File: src/ksu_mul32.sv
// ----------------------------------------------------------------------------
// ksu_mul32
// Shared 32x32 unsigned multiplier with a registered product.
// ----------------------------------------------------------------------------
module ksu_mul32 (
    input  logic        i_clk,
    input  logic [31:0] i_a,
    input  logic [31:0] i_b,
    output logic [63:0] o_p
);

    logic [63:0] r_p;

    always_ff @(posedge i_clk) begin
        r_p <= 64'(i_a) * 64'(i_b);
    end

    assign o_p = r_p;

endmodule

File: config.mk
export PLATFORM = sky130hd
export DESIGN_NAME = ksu_mul32
export DESIGN_NICKNAME = d
export VERILOG_FILES = /design/src/ksu_mul32.sv
export SDC_FILE = /design/constraint.sdc
export NUM_CORES = 2
export LEC_CHECK = 0
export BUFFER_PORTS_ARGS = -buffer_cell sky130_fd_sc_hd__buf_2
export CAP_MARGIN = 20
export CORE_ASPECT_RATIO = 1.4
export CORE_UTILIZATION = 49
export DETAILED_ROUTE_END_ITERATION = 7
export HOLD_SLACK_MARGIN = 0.02
export PLACE_DENSITY_LB_ADDON = 0.08
export REMOVE_ABC_BUFFERS = 1
export SLEW_MARGIN = 15
export SYNTH_ARGS = -nofsm -noshare
export SYNTH_HDL_FRONTEND = slang
export SYNTH_SLANG_ARGS = --single-unit
File: constraint.sdc
create_clock -name i_clk -period 10.3 [get_ports i_clk]
set_input_delay 2.06 -clock i_clk [delete_from_list [all_inputs] [get_ports i_clk]]
set_output_delay 2.06 -clock i_clk [all_outputs]
set_load 0.005 [all_outputs]
# Word-level counts from Yosys, hierarchy flattened

Cells that the tools add are included.

Register bits after elaboration: 64
Bits of input ports: 65
Output and inout port bits: 64
Word-level logic and storage cells: 2

$mul: 1

Operators with widths:

| operator       | count |
|---|---|
| $mul 32x32->64 | 1 |

# Logic depth before layout (Yosys ltp)

Word-level depth: 1
Depth in mapped cells: 29
Gate-level depth less buffers: 27

# Worst setup path after synthesis

Ideal clock, no wire load.

Path kind: input to register
Start point: input i_a[25]
End point: register r_p[62] (netlist: o_p[62])
Library setup time: 0.072 ns
Data arrival time: 8.741 ns
Data required time: 10.228 ns
Slack: 1.487 ns
Cell stages on the path: 25
Buffers on the path: 2
Cell sequence: clkbuf_1 -> nand2_1 -> fa_1 -> inv_1 -> fa_1 -> inv_1 -> fa_1 -> inv_1 -> fa_1 -> fa_1 -> fa_1 -> fa_1 -> inv_1 -> fa_1 -> inv_1 -> ha_1 -> buf_2 -> nand4_1 -> or4_1 -> or3_1 -> a31oi_1 -> a31o_2 -> a211oi_1 -> o21ai_1 -> xor2_1

Word-level cells in the longest chain between the ends: 1

RTL lines:

| what                 | RTL line | RTL |
|---|---|---|
| from (decl)          | 7        | `input logic [31:0] i_a,` |
| $mul 32x32->64       | 15       | `r_p <= 64'(i_a) * 64'(i_b);` |
| to (signal assigned) | 15       |  |
| to (decl)            | 12       | `logic [63:0] r_p;` |

Every way passes these cells.

# Worst setup path after layout

Start point: input i_b[8]
End point: register r_p[62] (netlist: o_p[62])

Word-level cells in the longest chain between the ends: 1

RTL lines:

| what           | RTL line | RTL |
|---|---|---|
| from (decl)    | 8        | `input logic [31:0] i_b,` |
| $mul 32x32->64 | 15       |  |

Every way passes these cells.

==> reports/qor.txt <==
========================================================================================
Outcome                                                                     complete, no violations
Most used standard cell by instance count after synthesis                   sky130_fd_sc_hd__fa_1
Remaining DRCs                                                                         0
Yosys warnings                                                                         0
Critical path peak fanout                                                             26
Number of vias in the routed layout                                                25000
Final TNS setup                                                                     0 ns
Number of setup buffers added after CTS                                                0
Antenna violation net count after detailed routing                                     0
Detailed Route WL                                                                 104 mm
Setup violations, final                                                                0
Starting utilization of the core area                                              49.5%
Register clock-pin slew on the reported worst setup and hold paths               0.06 ns
Minimum clock period after layout                                                9.62 ns
IO buf count                                                                         128
Wire length of the first global-routing pass                                      164 mm
RSZ-0062 raised after global routing                                               false
Total grt overflow                                                                     0
Cell Area, Synth                                                               34700 um2
Vertical extent of the die                                                        317 um
Classification of the worst-slack hold path                                 input pin to register
Count of TritonRoute iterations in the first routing pass                              5
Kind of critical path                                                       input pin to register
Antenna diodes                                                                         0
Die width                                                                         227 um
Highest Clock Rate                                                             0.104 GHz
Worst Max-Slew Pin Slew                                                         0.923 ns
Number of sinks handled by clock tree synthesis                                       64
Die Outline Area                                                               71900 um2
Area fraction of the dominant cell type after synthesis                            51.7%
Portion of the clock cycle consumed by the worst path in the final layout          93.4%
Initial antenna violation count                                                        1
H-tree levels                                                                          3
Ratio of routed vias to standard cells                                              5.38
Core ar.                                                                       70100 um2
Overall track demand over capacity in global routing                               30.9%
Synthesized flop and latch total                                                      64
Layout overhead on the synthesized area                                            4.86%
Hold Violations, Final                                                                 0
Async SR Flop Fraction                                                                0%
Gate count of the mapped netlist                                                    3748
Maximum clock insertion buffer count                                                   2
Most used DFF post-synth                                                    sky130_fd_sc_hd__dfxtp_1
Number of synthesized flops with an enable pin                                         0
Required time at the worst-slack endpoint                                       10.59 ns
Share of post-route cells with drive strength above 1                              5.64%
Element type at the critical path end                                           register
Number of rows in the core area                                                      115
Max FFs per register                                                                  64
Number of max-cap violations                                                           0
Clock tree from TritonCTS                                                           done
Number of distinct standard cells referenced by the synthesized netlist               57
Maximum number of pins on one net before global-route repair                          33
Dominant cell type by area after synthesis                                  sky130_fd_sc_hd__fa_1
Clock Tree Root                                                             sky130_fd_sc_hd__clkbuf_16
Number of pins with negative max-slew slack in the final report                        0
Share of the yosys chip area belonging to registers                                3.69%
Top cells by area in the synthesized netlist                                sky130_fd_sc_hd__fa_1 52%, sky130_fd_sc_hd__and2_1 11%, sky130_fd_sc_hd__ha_1 9.5%
Post-layout net count                                                               4942
Relative max-transition margin                                                     38.5%
Kind of start point of the critical path                                       input pin
Post-detailed-placement half-perimeter wirelength                                85.5 mm
Most frequent cells after synthesis                                         896 x sky130_fd_sc_hd__fa_1, 865 x sky130_fd_sc_hd__inv_1, 602 x sky130_fd_sc_hd__and2_1, 480 x sky130_fd_sc_hd__nand2_1, 263 x sky130_fd_sc_hd__ha_1
Synth Area per Inst                                                             9.25 um2
TritonCTS Buffers                                                                      9
Iteration-0 DRC count of the detailed router                                        1128
Cts-stage hold buffer count                                                            0
Number of global-route vias before repair                                          28900
GPL Wtd Cong                                                                       0.911
Routed wire per std cell                                                         22.2 um
Top-level port count                                                                 129
Number of resized instances in the post-cts repair step                                0
Data arrival time of the critical path                                           9.91 ns
========================================================================================
cell usage in the layout, fill, tap and decap left out, types with 4 or more instances in the layout:
cell                        synthesis  routed
sky130_fd_sc_hd__o21ai_1            5       5
sky130_fd_sc_hd__a21oi_1           63      63
sky130_fd_sc_hd__dfxtp_1           64      64
sky130_fd_sc_hd__a31oi_1           12      12
sky130_fd_sc_hd__ha_1             263     263
sky130_fd_sc_hd__a221o_1            4       4
sky130_fd_sc_hd__buf_4              0      49
sky130_fd_sc_hd__nand4_1           23      23
sky130_fd_sc_hd__xor2_1            25      25
sky130_fd_sc_hd__a21o_1            40      40
sky130_fd_sc_hd__inv_1            865     865
sky130_fd_sc_hd__and3_1            14      14
sky130_fd_sc_hd__buf_2              6     128
sky130_fd_sc_hd__o21a_1             9       9
sky130_fd_sc_hd__nor2_1            20      20
sky130_fd_sc_hd__o21bai_1          10      10
sky130_fd_sc_hd__nand2_1          480     480
sky130_fd_sc_hd__fa_1             896     896
sky130_fd_sc_hd__o21ai_0           21      21
sky130_fd_sc_hd__nor3_1             7       7
sky130_fd_sc_hd__clkbuf_16          0       9
sky130_fd_sc_hd__nand3_1           10      10
sky130_fd_sc_hd__xnor2_1           35      35
sky130_fd_sc_hd__and2_1           602     602
per-layer routing:
| layer | share of wire, % | global-route usage, % |
|---|---|---|
| met5 | 0 | 0 |
| met3 | 2.9 | 2.13 |
| met2 | 55 | 58.5 |
| met4 | 7.2 | 18.6 |
| met1 | 35 | 33.5 |
kinds of logic after synthesis:
logic type | after synthesis | synth area share, %
xor gates and xnor gates | 60 | 1.52
DFF | 64 | 3.69
buffers and inverters | 1085 | 11.8
and+or+nand+nor | 1177 | 17.6
adders and majority gates | 1159 | 61.2
AOI/OAI and AO/OA | 202 | 4.15
muxes | 1 | 0.0289
path summary, 6_finish.rpt:
kind	startpoint	to	slack (ns)	cells after the start
worst max-delay path	i_b[8]	o_p[62]	0.68	25
worst min-delay path	i_b[0]	o_p[0]	2.29	2
final cells by class:
class	instances	area, um2
Tap cell	936	1170
Sequential cell	64	1280
Timing Repair Buffer	179	1050
Fill cell	6688	33700
Clock buffer	12	246
Inverter	865	3250
Clock inverter	4	53.8
Multi-Input combinational cell	2599	29300
worst max-delay path, stage by stage:
cell and delay (ns):
sky130_fd_sc_hd__buf_2 0.60, sky130_fd_sc_hd__nand2_1 0.18, sky130_fd_sc_hd__fa_1 0.58, sky130_fd_sc_hd__inv_1 0.06, sky130_fd_sc_hd__fa_1 0.53, sky130_fd_sc_hd__inv_1 0.06
sky130_fd_sc_hd__fa_1 0.53, sky130_fd_sc_hd__inv_1 0.05, sky130_fd_sc_hd__fa_1 0.48, sky130_fd_sc_hd__fa_1 0.57, sky130_fd_sc_hd__fa_1 0.47, sky130_fd_sc_hd__fa_1 0.59
sky130_fd_sc_hd__inv_1 0.07, sky130_fd_sc_hd__fa_1 0.47, sky130_fd_sc_hd__inv_1 0.04, sky130_fd_sc_hd__ha_1 0.42, sky130_fd_sc_hd__nand4_1 0.25, sky130_fd_sc_hd__or4_1 0.48
sky130_fd_sc_hd__or3_1 0.37, sky130_fd_sc_hd__a31oi_1 0.19, sky130_fd_sc_hd__buf_4 0.17, sky130_fd_sc_hd__a31o_2 0.20, sky130_fd_sc_hd__a211oi_1 0.12, sky130_fd_sc_hd__o21ai_1 0.18
sky130_fd_sc_hd__xor2_1 0.15
per-stage QoR:
step                util (%)  setup WS, ns  instance area, um2  hold WS, ns  std cells
floorplan                  -          1.77               33800         2.18       3528
global placement        51.5         0.436               36100         2.44       4643
detailed placement      51.5         0.337               36100         2.43       4643
CTS                     51.9         0.715               36400         2.29       4659
global route            51.9         0.446               36400         2.30       4659
finish                  51.9         0.680               36400         2.29       4659
Power is not shown: default switching activity piles up to over one toggle a cycle in this logic, so the estimate is an artifact.
