### config.mk
export PLATFORM = sky130hd
export DESIGN_NAME = ksu_window
export DESIGN_NICKNAME = d
export VERILOG_FILES = /design/src/ksu_pkg.sv /design/src/ksu_window.sv
export SDC_FILE = /design/constraint.sdc
export NUM_CORES = 1
export LEC_CHECK = 0
export BUFFER_PORTS_ARGS = -buffer_cell sky130_fd_sc_hd__buf_2
export CELL_PAD_IN_SITES_DETAIL_PLACEMENT = 1
export CELL_PAD_IN_SITES_GLOBAL_PLACEMENT = 2
export CORE_MARGIN = 8
export CORE_UTILIZATION = 33
export DETAILED_ROUTE_END_ITERATION = 8
export PLACE_DENSITY_LB_ADDON = 0.1
export SLEW_MARGIN = 15
export SYNTH_ARGS = -nofsm -noshare
export SYNTH_HDL_FRONTEND = slang
export SYNTH_SLANG_ARGS = --single-unit
### constraint.sdc
create_clock -name i_clk -period 3.2 [get_ports i_clk]
set_clock_uncertainty 0.05 [all_clocks]
set_input_delay 0.64 -clock i_clk [delete_from_list [all_inputs] [get_ports i_clk]]
set_output_delay 0.64 -clock i_clk [all_outputs]
set_load 0.01 [all_outputs]
### src/ksu_pkg.sv
// ----------------------------------------------------------------------------
// ksu_pkg
// Shared types and constants for the canonical k-mer sketch update block.
// ----------------------------------------------------------------------------
package ksu_pkg;

    localparam int INDEX_BITS = 12;
    localparam int KMER_BASES = 32;
    localparam int MAX_LEVEL  = 62;

    localparam int NUM_REGS   = 1 << INDEX_BITS;
    localparam int REST_BITS  = 64 - INDEX_BITS;
    localparam int THR_DEPTH  = 63;
    localparam int RUN_BITS   = $clog2(KMER_BASES + 1);

    localparam logic [63:0] FMIX_C1   = 64'hff51afd7ed558ccd;
    localparam logic [63:0] FMIX_C2   = 64'hc4ceb9fe1a85ec53;
    localparam logic [63:0] HASH_SEED = 64'd42;

    localparam logic [1:0] OP_CHAR  = 2'd0;
    localparam logic [1:0] OP_THR   = 2'd1;
    localparam logic [1:0] OP_READ  = 2'd2;

    typedef struct packed {
        logic [1:0]  operation;
        logic [7:0]  base_char;
        logic        first_of_sequence;
        logic [5:0]  threshold_index;
        logic [60:0] threshold_value;
        logic [11:0] register_select;
    } t_in_item;

    typedef struct packed {
        logic        kmer_valid;
        logic [63:0] kmer_hash;
        logic [11:0] register_index;
        logic        register_updated;
        logic [5:0]  register_value;
        logic [63:0] witness_value;
    } t_out_item;

endpackage

### src/ksu_window.sv
// ----------------------------------------------------------------------------
// ksu_window
// Forward and reverse-complement 2-bit base windows with a valid-run count.
// ----------------------------------------------------------------------------
module ksu_window (
    input  logic        i_clk,
    input  logic        i_rst_n,
    input  logic        i_load,
    input  logic        i_first,
    input  logic [7:0]  i_char,
    output logic [63:0] o_fwd,
    output logic [63:0] o_rev,
    output logic        o_full
);

    logic [63:0] r_fwd, n_fwd;
    logic [63:0] r_rev, n_rev;
    logic [ksu_pkg::RUN_BITS-1:0] r_run, n_run;
    logic [63:0] fwd_base, rev_base;
    logic [ksu_pkg::RUN_BITS-1:0] run_base;
    logic [1:0]  code;
    logic        code_ok;

    always_comb begin
        code    = 2'd0;
        code_ok = 1'b1;
        case (i_char)
            8'h41, 8'h61: code = 2'd0;
            8'h43, 8'h63: code = 2'd1;
            8'h47, 8'h67: code = 2'd2;
            8'h54, 8'h74: code = 2'd3;
            default:      code_ok = 1'b0;
        endcase
    end

    always_comb begin
        fwd_base = i_first ? 64'd0 : r_fwd;
        rev_base = i_first ? 64'd0 : r_rev;
        run_base = i_first ? '0 : r_run;
        if (code_ok) begin
            n_fwd = {fwd_base[61:0], code};
            n_rev = {~code, rev_base[63:2]};
            n_run = (run_base < ksu_pkg::RUN_BITS'(ksu_pkg::KMER_BASES))
                    ? run_base + 1'b1 : run_base;
        end else begin
            n_fwd = {fwd_base[61:0], 2'b00};
            n_rev = {2'b00, rev_base[63:2]};
            n_run = '0;
        end
    end

    always_ff @(posedge i_clk) begin
        if (!i_rst_n) begin
            r_fwd <= '0;
            r_rev <= '0;
            r_run <= '0;
        end else if (i_load) begin
            r_fwd <= n_fwd;
            r_rev <= n_rev;
            r_run <= n_run;
        end
    end

    assign o_fwd  = r_fwd;
    assign o_rev  = r_rev;
    assign o_full = (r_run >= ksu_pkg::RUN_BITS'(ksu_pkg::KMER_BASES));

endmodule

; Word level (Yosys, flattened, before mapping)
; Cells that the tools add are included.
[op_classes]
add_sub_neg = 1
magnitude_cmp = 2
n_eq_ne = 8
muxes = 9
n_bitwise = 1
n_reduce_logical = 4
[op_table]
columns = cell, count
row1 = 64-bit two-way mux, 2
row2 = 8-bit by 7-bit equality test with 1-bit output (second input constant), 8
row3 = 62-bit two-way mux, 1
row4 = 6-bit two-way mux, 3
row5 = 8-bit OR reduction, 1
row6 = 6-bit by 1-bit adder with 6-bit output (second input constant), 1
row7 = 6-bit greater-or-equal comparator (second input constant), 1
row8 = 6-bit less-than comparator (second input constant), 1
row9 = 2-bit case mux with 3 select lines, 1
row10 = 2-bit OR reduction, 3
row11 = 2-bit two-way mux, 1
row12 = 2-bit inverter, 1
row13 = 1-bit two-way mux, 1
[totals]
reg_bits = 134
in_bits = 12
output_inout_bits = 129
elab_cells = 28

; Depth between registers and ports, before layout
; Gate-level depths: netlist of the first run.
[depth]
depth_word = 5
depth_mapped = 8
ltp_nobuf = 6

; Worst setup path after synthesis of the first run
; Ideal clock, no wire load.
[synth_timing]
path_kind = input port to flip-flop
startpoint = in i_first
endpoint = reg r_run[4] (netlist name)
setup_ps = 58
arrival_time_ps = 2081
required_ps = 3092
path_slack_ps = 1011
path_stages = 8
n_path_buf = 2
path_cell_list = buf_2 buf_2 nor2b_1 ha_1 nand2_2 or4_4 a211oi_2 o21a_1
[synth_between]
elab_chain_cells = 4
word_cells_on_any_way = 5
classes_between = add/sub (1) / order compare (1) / mux (3)
[synth_rtl]
columns = item, line
row1 = "start, declared", ksu_window.sv:9  ; input logic i_first,
row2 = 6-bit two-way mux *, ksu_window.sv:39  ; run_base = i_first ? '0 : r_run;
row3 = 6-bit by 1-bit adder with 6-bit output / 6-bit less-than comparator (equally long branches), "ksu_window.sv:44, ksu_window.sv:43"
row4 = 6-bit two-way mux *, ksu_window.sv:44  ; ? run_base + 1'b1 : run_base;
row5 = 6-bit two-way mux *, ksu_window.sv:40  ; if (code_ok) begin
row6 = "end signal, assigned", ksu_window.sv:60  ; r_run <= n_run;
row7 = "end, declared", ksu_window.sv:18  ; logic [ksu_pkg::RUN_BITS-1:0] r_run, n_run;
; Mark *: on every way between the ends. The rest lies on a longest branch, timed or not.
; A chain may end at the register's enable or synchronous reset.

; Worst setup path in the final report of the first run
; Ends and elaborated chain as after synthesis.

==> results of run 1 <==
-- final cells by class --
cell class / count / area (um^2) / share of cell area [%]
inverters: 126 / 473.0 / 6.419
repair buffers: 146 / 794.5 / 10.78
multi-input cells: 432 / 2466 / 33.47
clock inverters: 11 / 195.2 / 2.649
flip-flops and latches: 134 / 2683 / 36.41
well taps: 229 / 286.5 / 3.889
clock buffers: 21 / 470.5 / 6.385
-- where the power goes --
group          switching (uW)  internal (uW)
combinational             108           36.3
sequential              0.677           1670
clock                     734           1450
-- worst max-delay path by stage --
stage,from,endpoint,slack (ns),cells past startpoint
floorplan,i_first,r_run[4],1.01,8
global placement,i_first,r_run[4],0.81,7
detailed placement,i_first,r_run[4],0.75,7
CTS,i_first,r_run[4],1.18,7
global route,i_first,r_run[4],1.07,7
finish,i_first,r_run[4],1.20,7
-- routing by layer --
layer / track usage [%] / routed length (um) / up-vias
li1: - / - / 2627
met1: 17.59 / 7129 / 2405
met2: 23.33 / 7428 / 87
met3: 3.840 / 848 / 10
met4: 4.948 / 143 / 0
met5: 0 / 0 / -
-- placed cells by master (no fill, tap or decap), types with 2 or more instances in the layout --
cell type / n
nand4b_1: 2
o21a_1: 4
o22ai_1: 125
nor2_1: 2
bufinv_16: 5
nor3b_1: 2
buf_4: 5
inv_1: 126
buf_12: 3
clkinv_2: 2
clkbuf_8: 3
clkbuf_16: 17
and2_1: 125
dfxtp_1: 134
a211oi_1: 3
nor2b_1: 5
nand2b_1: 5
buf_2: 137
nand2_1: 126
clkinv_4: 3
nand3_1: 3
a21boi_0: 3
a21oi_1: 3
-- per-stage QoR --
step / setup slack [ns] / hold WS, ns / cells / total power (uW) / instance area (um^2)
CTS: 1.183 / 0.4632 / 1099 / 4065 / 7368
finish: 1.197 / 0.4582 / 1099 / 3998 / 7368
floorplan: 1.011 / 0.4605 / 751 / 1819 / 5906
global route: 1.068 / 0.4839 / 1099 / 4156 / 7368
global placement: 0.8060 / 0.4331 / 1067 / 1851 / 6703
detailed placement: 0.7528 / 0.4482 / 1067 / 1855 / 6703
-- synthesized netlist by cell type (all sizes together) (3+ instances only) --
library cell  count  share of area, %
nand3             3              0.25
and2            125                13
a21boi            3              0.38
nor3b             3              0.47
nand2b            5              0.53
o22ai           125                13
dfxtp           134                45
buf              31               2.8
clkbuf           28               2.0
o21a              4              0.51
nor2b             5              0.53
inv             126               8.0
nand2           127               8.1
a211oi            4              0.59
a21oi             4              0.53
-- state kept, by name, summed over array words and instances (netlist names) --
register  flops
o_fwd        64
r_run         6
o_rev        64
-- worst max-delay path, cell delays in order --
cell	delay, ns
buf_4	0.28
nor2b_1	0.25
ha_1	0.23
nand2_2	0.08
or4_4	0.48
a211oi_2	0.20
o21a_1	0.13
-- cells by family (layout without fill, tap and decap cells) --
group           after synthesis  count (layout)  share of synthesized area (%)
buf+inv                     185             304                          12.82
compound gates              146             146                          16.02
simple gates                285             285                          25.53
flops                       134             134                          45.42
fa+ha+maj                     1               1                         0.2118
==> summary.md, run 1 <==
| Metric | Value |
|---|---|
| Outcome | `finished, final reports clean` |
| PwrDens | `542.7 nW/um^2` |
| CTS Root Cell | `clkbuf_16` |
| Max Slew Vio Count | `0` |
| Die area | `22430 um^2` |
| RR Startpoint | `r_run[0]` |
| Largest net degree at the start of global routing | `95` |
| Main flop type after synthesis | `dfxtp_1` |
| Setup TNS Final | `0 ns` |
| Cell Area, Synth | `5906 um^2` |
| Post-CTS Hold Fix Bufs | `0` |
| Sequential cell area fraction in the yosys report | `45.42%` |
| Share of cells above drive strength 1 | `21.61%` |
| DR vias | `5129` |
| Worst-skew pair later-pin latency | `0.41 ns` |
| Die H | `149.8 um` |
| Worst-path clk slew | `0.06 ns` |
| Area added between synthesis and finish | `24.77%` |
| Crit-path max FO | `48` |
| Crit path DAT | `2.30 ns` |
| Initial antenna violation count | `0` |
| Critical path type | `in -> reg` |
| H-Tree Depth | `4` |
| Reg2reg setup slack | `1.43 ns` |
| Yosys reg bits | `134` |
| Nets | `870` |
| CTS Buffer Depth | `2` |
| Yosys warning count | `0` |
| Max IR drop VDD | `0.0003529 V` |
| Syn nets | `764` |
| Post-Synthesis Cells | `751` |
| Sink count of the clock tree | `134` |
| WP data required | `3.50 ns` |
| Post-synth EDFFs | `0` |
| IO buf count | `139` |
| TritonCTS clock tree | `built` |
| Via density | `4.667` |
| RSZ-0062 raised after global routing | `no` |
| Hold path startpoint | `o_fwd[0]` |
| Io pins | `141` |
| Maximum clock rate | `499.3 MHz` |
| Antenna-violating nets left | `0` |
| Post-synth ARST share | `0%` |
| Drc violations | `0` |
| FF-to-FF End | `r_run[4]` |
| Hold EP | `o_fwd[0]` |
| Post-CTS setup buffers | `0` |
| Final Hold Fails | `0` |
| Drt total wl | `15550 um` |
| Total GRT Usage | `14.20%` |
| Leak | `0.002907 uW` |
| Post-Route Utilization | `41.44%` |
| Syn Area/Cell | `7.864 um^2` |
| Vias in the first global route | `5200` |
| Post-cts resize count | `0` |
| Fillcell total | `2188` |
| Endpoint class of the critical path | `flop` |
| Overflow after GRT | `0` |
| Period utilisation layout | `62.59%` |
| Cell depth of the worst flop-to-flop path | `6` |
| Slew HR | `58.61%` |
| Number of diodes | `0` |
| Rows | `49` |
| Total CTS buffers | `17` |
| Endpoints failing setup | `0` |
| Routed len/inst | `14.15 um` |
| Worst Setup Start Kind | `input port` |
| Min Tclk post-route | `2.003 ns` |
| Initial DRC count | `157` |
| Die Wd | `149.8 um` |
| Post-synth cell types | `44` |
| Worst-margin pin slew | `0.6195 ns` |
| Area of the core | `17780 um^2` |
| First-pass GRT wire length | `26000 um` |
| Min-Delay Path Depth | `2` |
| Dpl hpwl | `10380 um` |
| Initial DRT Pass Iterations | `4` |
| GPL Wtd Cong | `0.7120` |
| Worst min path class | `reg -> reg` |
| # Max-Cap Violations | `0` |
| Starting Density | `33.22%` |
Note: power is estimated with default switching activity, not from simulation.
==> inputs of run 2 (changes only) <==
--- a/config.mk
+++ b/config.mk
@@ -5,11 +5,12 @@
 export SDC_FILE = /design/constraint.sdc
 export NUM_CORES = 1
 export LEC_CHECK = 0
+export ABC_AREA = 1
 export BUFFER_PORTS_ARGS = -buffer_cell sky130_fd_sc_hd__buf_2
 export CELL_PAD_IN_SITES_DETAIL_PLACEMENT = 1
 export CELL_PAD_IN_SITES_GLOBAL_PLACEMENT = 2
 export CORE_MARGIN = 8
-export CORE_UTILIZATION = 33
+export CORE_UTILIZATION = 26
 export DETAILED_ROUTE_END_ITERATION = 8
 export PLACE_DENSITY_LB_ADDON = 0.1
 export SLEW_MARGIN = 15
==> constraint.sdc (replaced) <==
create_clock -name i_clk -period 1.7 [get_ports i_clk]
set_clock_uncertainty 0.05 [all_clocks]
set_input_delay 0.34 -clock i_clk [delete_from_list [all_inputs] [get_ports i_clk]]
set_output_delay 0.34 -clock i_clk [all_outputs]
set_load 0.01 [all_outputs]
==> run 2 against run 1 <==
  * Non-clock buffer count up 7
  * Count of clock-buffer cells in the layout fell by 2
  * Worst hold slack worse by 0.25 ns
  * First-iteration DRC count rose by 31%
  * Combinational power grew to 5.6 times the previous value
  * Setup slack got worse by 0.91 ns
  * Flip-flop and latch count did not move
  * Via count is 4.9% lower
  * Power grew 100%
  * Sequential share of layout area is 3.9 points higher
  * Design area shrank 9.7%
  * Critical path type is now reg -> reg
  * Largest power group unchanged
==> summary.md, run 2 <==
| Metric | Value |
|---|---|
| Initial DRC count | `205` |
| Cell taking the most area after synthesis | `dfxtp_1` |
| Worst Setup Start Kind | `flop` |
| Io pins | `141` |
| Dominant cell by count in the synthesized netlist | `dfxtp_1` |
| Post-Route Utilization | `34.20%` |
| TritonCTS clock tree | `built` |
| Most frequent cells after synthesis | `dfxtp_1, a21oi_1, nor2_1` |
| Post-CTS Hold Fix Bufs | `0` |
| Yosys reg bits | `134` |
| RSZ-0062 raised after global routing | `no` |
| Overflow after GRT | `0` |
| Drt total wl | `16410 um` |
| Most common cell after layout, fill and taps aside | `buf_2` |
| Starting Density | `26.41%` |
| Post-synth ARST share | `0%` |
| Post-CTS setup buffers | `0` |
| Clk pwr share | `47.8%` |
| Dpl hpwl | `10690 um` |
| Routed len/inst | `15.69 um` |
| Post-cts resize count | `0` |
| Period utilisation layout | `83.15%` |
| Worst-margin pin slew | `0.4643 ns` |
| Max Slew Vio Count | `0` |
| Crit path DAT | `1.65 ns` |
| Area of the core | `19460 um^2` |
| CTS Root Cell | `clkbuf_16` |
| # Max-Cap Violations | `0` |
| Main flop type after synthesis | `dfxtp_1` |
| Leak | `0.002915 uW` |
| Die area | `24520 um^2` |
| Fraction of power spent switching nets | `24.82%` |
| Syn nets | `667` |
| Worst-skew pair later-pin latency | `0.41 ns` |
| Rows | `51` |
| Sequential cell area fraction in the yosys report | `52.19%` |
| Sink count of the clock tree | `134` |
| NetSw | `2011 uW` |
| Share of cells above drive strength 1 | `24.33%` |
| Commonest cells after routing, fill and taps aside | `buf_2, dfxtp_1, nor2_1, a21oi_1, o21ai_0` |
| Worst min path class | `in -> reg` |
| Endpoints failing setup | `0` |
| Die Wd | `156.6 um` |
| H-Tree Depth | `4` |
| Drc violations | `0` |
| Share of the synthesized area in the top cell type | `52.19%` |
| Register share of total power | `42.3%` |
| Critical path type | `reg -> reg` |
| Slew HR | `69.05%` |
| First-pass GRT wire length | `26070 um` |
| Endpoint class of the critical path | `flop` |
| Number of diodes | `0` |
| Yosys warning count | `0` |
| Worst-path clk slew | `0.06 ns` |
| Min Tclk post-route | `1.414 ns` |
| Internal | `6092 uW` |
| Post-Synthesis Cells | `654` |
| Final Hold Fails | `0` |
| Total GRT Usage | `13.30%` |
| Ranking of synthesized cells by area | `dfxtp_1, a21oi_1, o21ai_0` |
| Cell Area, Placed | `6033 um^2` |
| IO buf count | `139` |
| Setup TNS Final | `0 ns` |
| Total CTS buffers | `17` |
| Antenna-violating nets left | `0` |
| Cell Area, Synth | `5140 um^2` |
| Nets | `781` |
| Crit-path max FO | `4` |
| WP data required | `1.93 ns` |
| Post-synth EDFFs | `0` |
| Cell area after layout | `6656 um^2` |
| DR vias | `4880` |
| PwrDens | `1217 nW/um^2` |
| Die H | `156.6 um` |
| CTS Buffer Depth | `2` |
| Syn Area/Cell | `7.859 um^2` |
| Initial antenna violation count | `0` |
| Max IR drop VDD | `0.0006627 V` |
| Post-synth cell types | `21` |
| Reg2reg setup slack | `0.29 ns` |
| Comb power frac | `9.9%` |
| Vias in the first global route | `4943` |
| Maximum clock rate | `707.4 MHz` |
| Via density | `4.665` |
| Area added between synthesis and finish | `29.50%` |
| Largest net degree at the start of global routing | `57` |
| Initial DRT Pass Iterations | `6` |
| Outcome | `finished, final reports clean` |
| GPL Wtd Cong | `0.7267` |
[run 2: cell types whose count changed after synthesis, moves of 7 or more]
cell     delta
o21ai_0   +124
nor2_1    +131
inv_1     -114
and2_1    -125
nand3_1    +10
buf_6       +7
o22ai_1   -125
a21oi_1   +130
nand2_1    -94
buf_2      -11
[run 2: path summary, 6_finish.rpt]
check / start / depth (start not counted) / end
worst max-delay path: r_run[0] / 10 / r_run[4]
worst min-delay path: i_char[2] / 4 / o_rev[63]
worst max register to register: r_run[0] / 10 / r_run[4]
worst min register to register: r_run[4] / 2 / r_run[4]
[run 2: layer usage]
layer	global-route usage (%)	vias up	share of wire [%]
met5	0	-	0
met4	5.034	0	1.2
met3	5.102	14	7.5
met2	21.09	105	45
met1	16.00	2319	46
li1	-	2442	-
[run 2: critical path, cell delays in order, from the launching register on]
cell	delay (ns)
dfxtp_1	0.37
inv_1	0.05
nor2_1	0.12
ha_1	0.24
inv_1	0.05
nor2_1	0.08
nand3_1	0.08
nand2_1	0.08
nand2_1	0.05
nand3_1	0.06
a21oi_1	0.06
[run 2: kinds of logic (layout without fill, tap and decap cells)]
| family | count (synthesis) | count (layout) | share of synthesized area, % |
|---|---|---|---|
| and+or+nand+nor | 184 | 184 | 14.09 |
| adders and majority gates | 1 | 1 | 0.2434 |
| AOI/OAI and AO/OA | 263 | 263 | 25.90 |
| DFF | 134 | 134 | 52.19 |
| buffers and inverters | 72 | 199 | 7.571 |
[run 2: layout make-up]
type	count	area, um^2
fillers	2376	12810
flip-flops and latches	134	2683
multi-input cells	448	2068
repair buffers	153	893.4
clock buffers	19	442.9
well taps	265	331.6
clock inverters	13	180.2
inverters	14	57.56
[run 2: power groups by stage]
stage | Clock, uW | Sequential, uW | Combinational, uW
finish | 3870 | 3430 | 805
global route | 4150 | 3450 | 903
CTS | 4000 | 3430 | 825
detailed placement | 0 | 3500 | 821
global placement | 0 | 3490 | 807
floorplan | 0 | 3560 | 419
[run 2: per-stage QoR]
step	cells	hold slack, ns	setup slack (ns)	power [uW]
after global routing	1046	0.2055	0.1025	8505
final	1046	0.2068	0.2865	8103
after detailed placement	1014	0.4143	0.1709	4319
after global placement	1014	0.4078	0.1872	4295
after floorplan	654	0.3945	0.4496	3976
after CTS	1046	0.1924	0.2640	8254
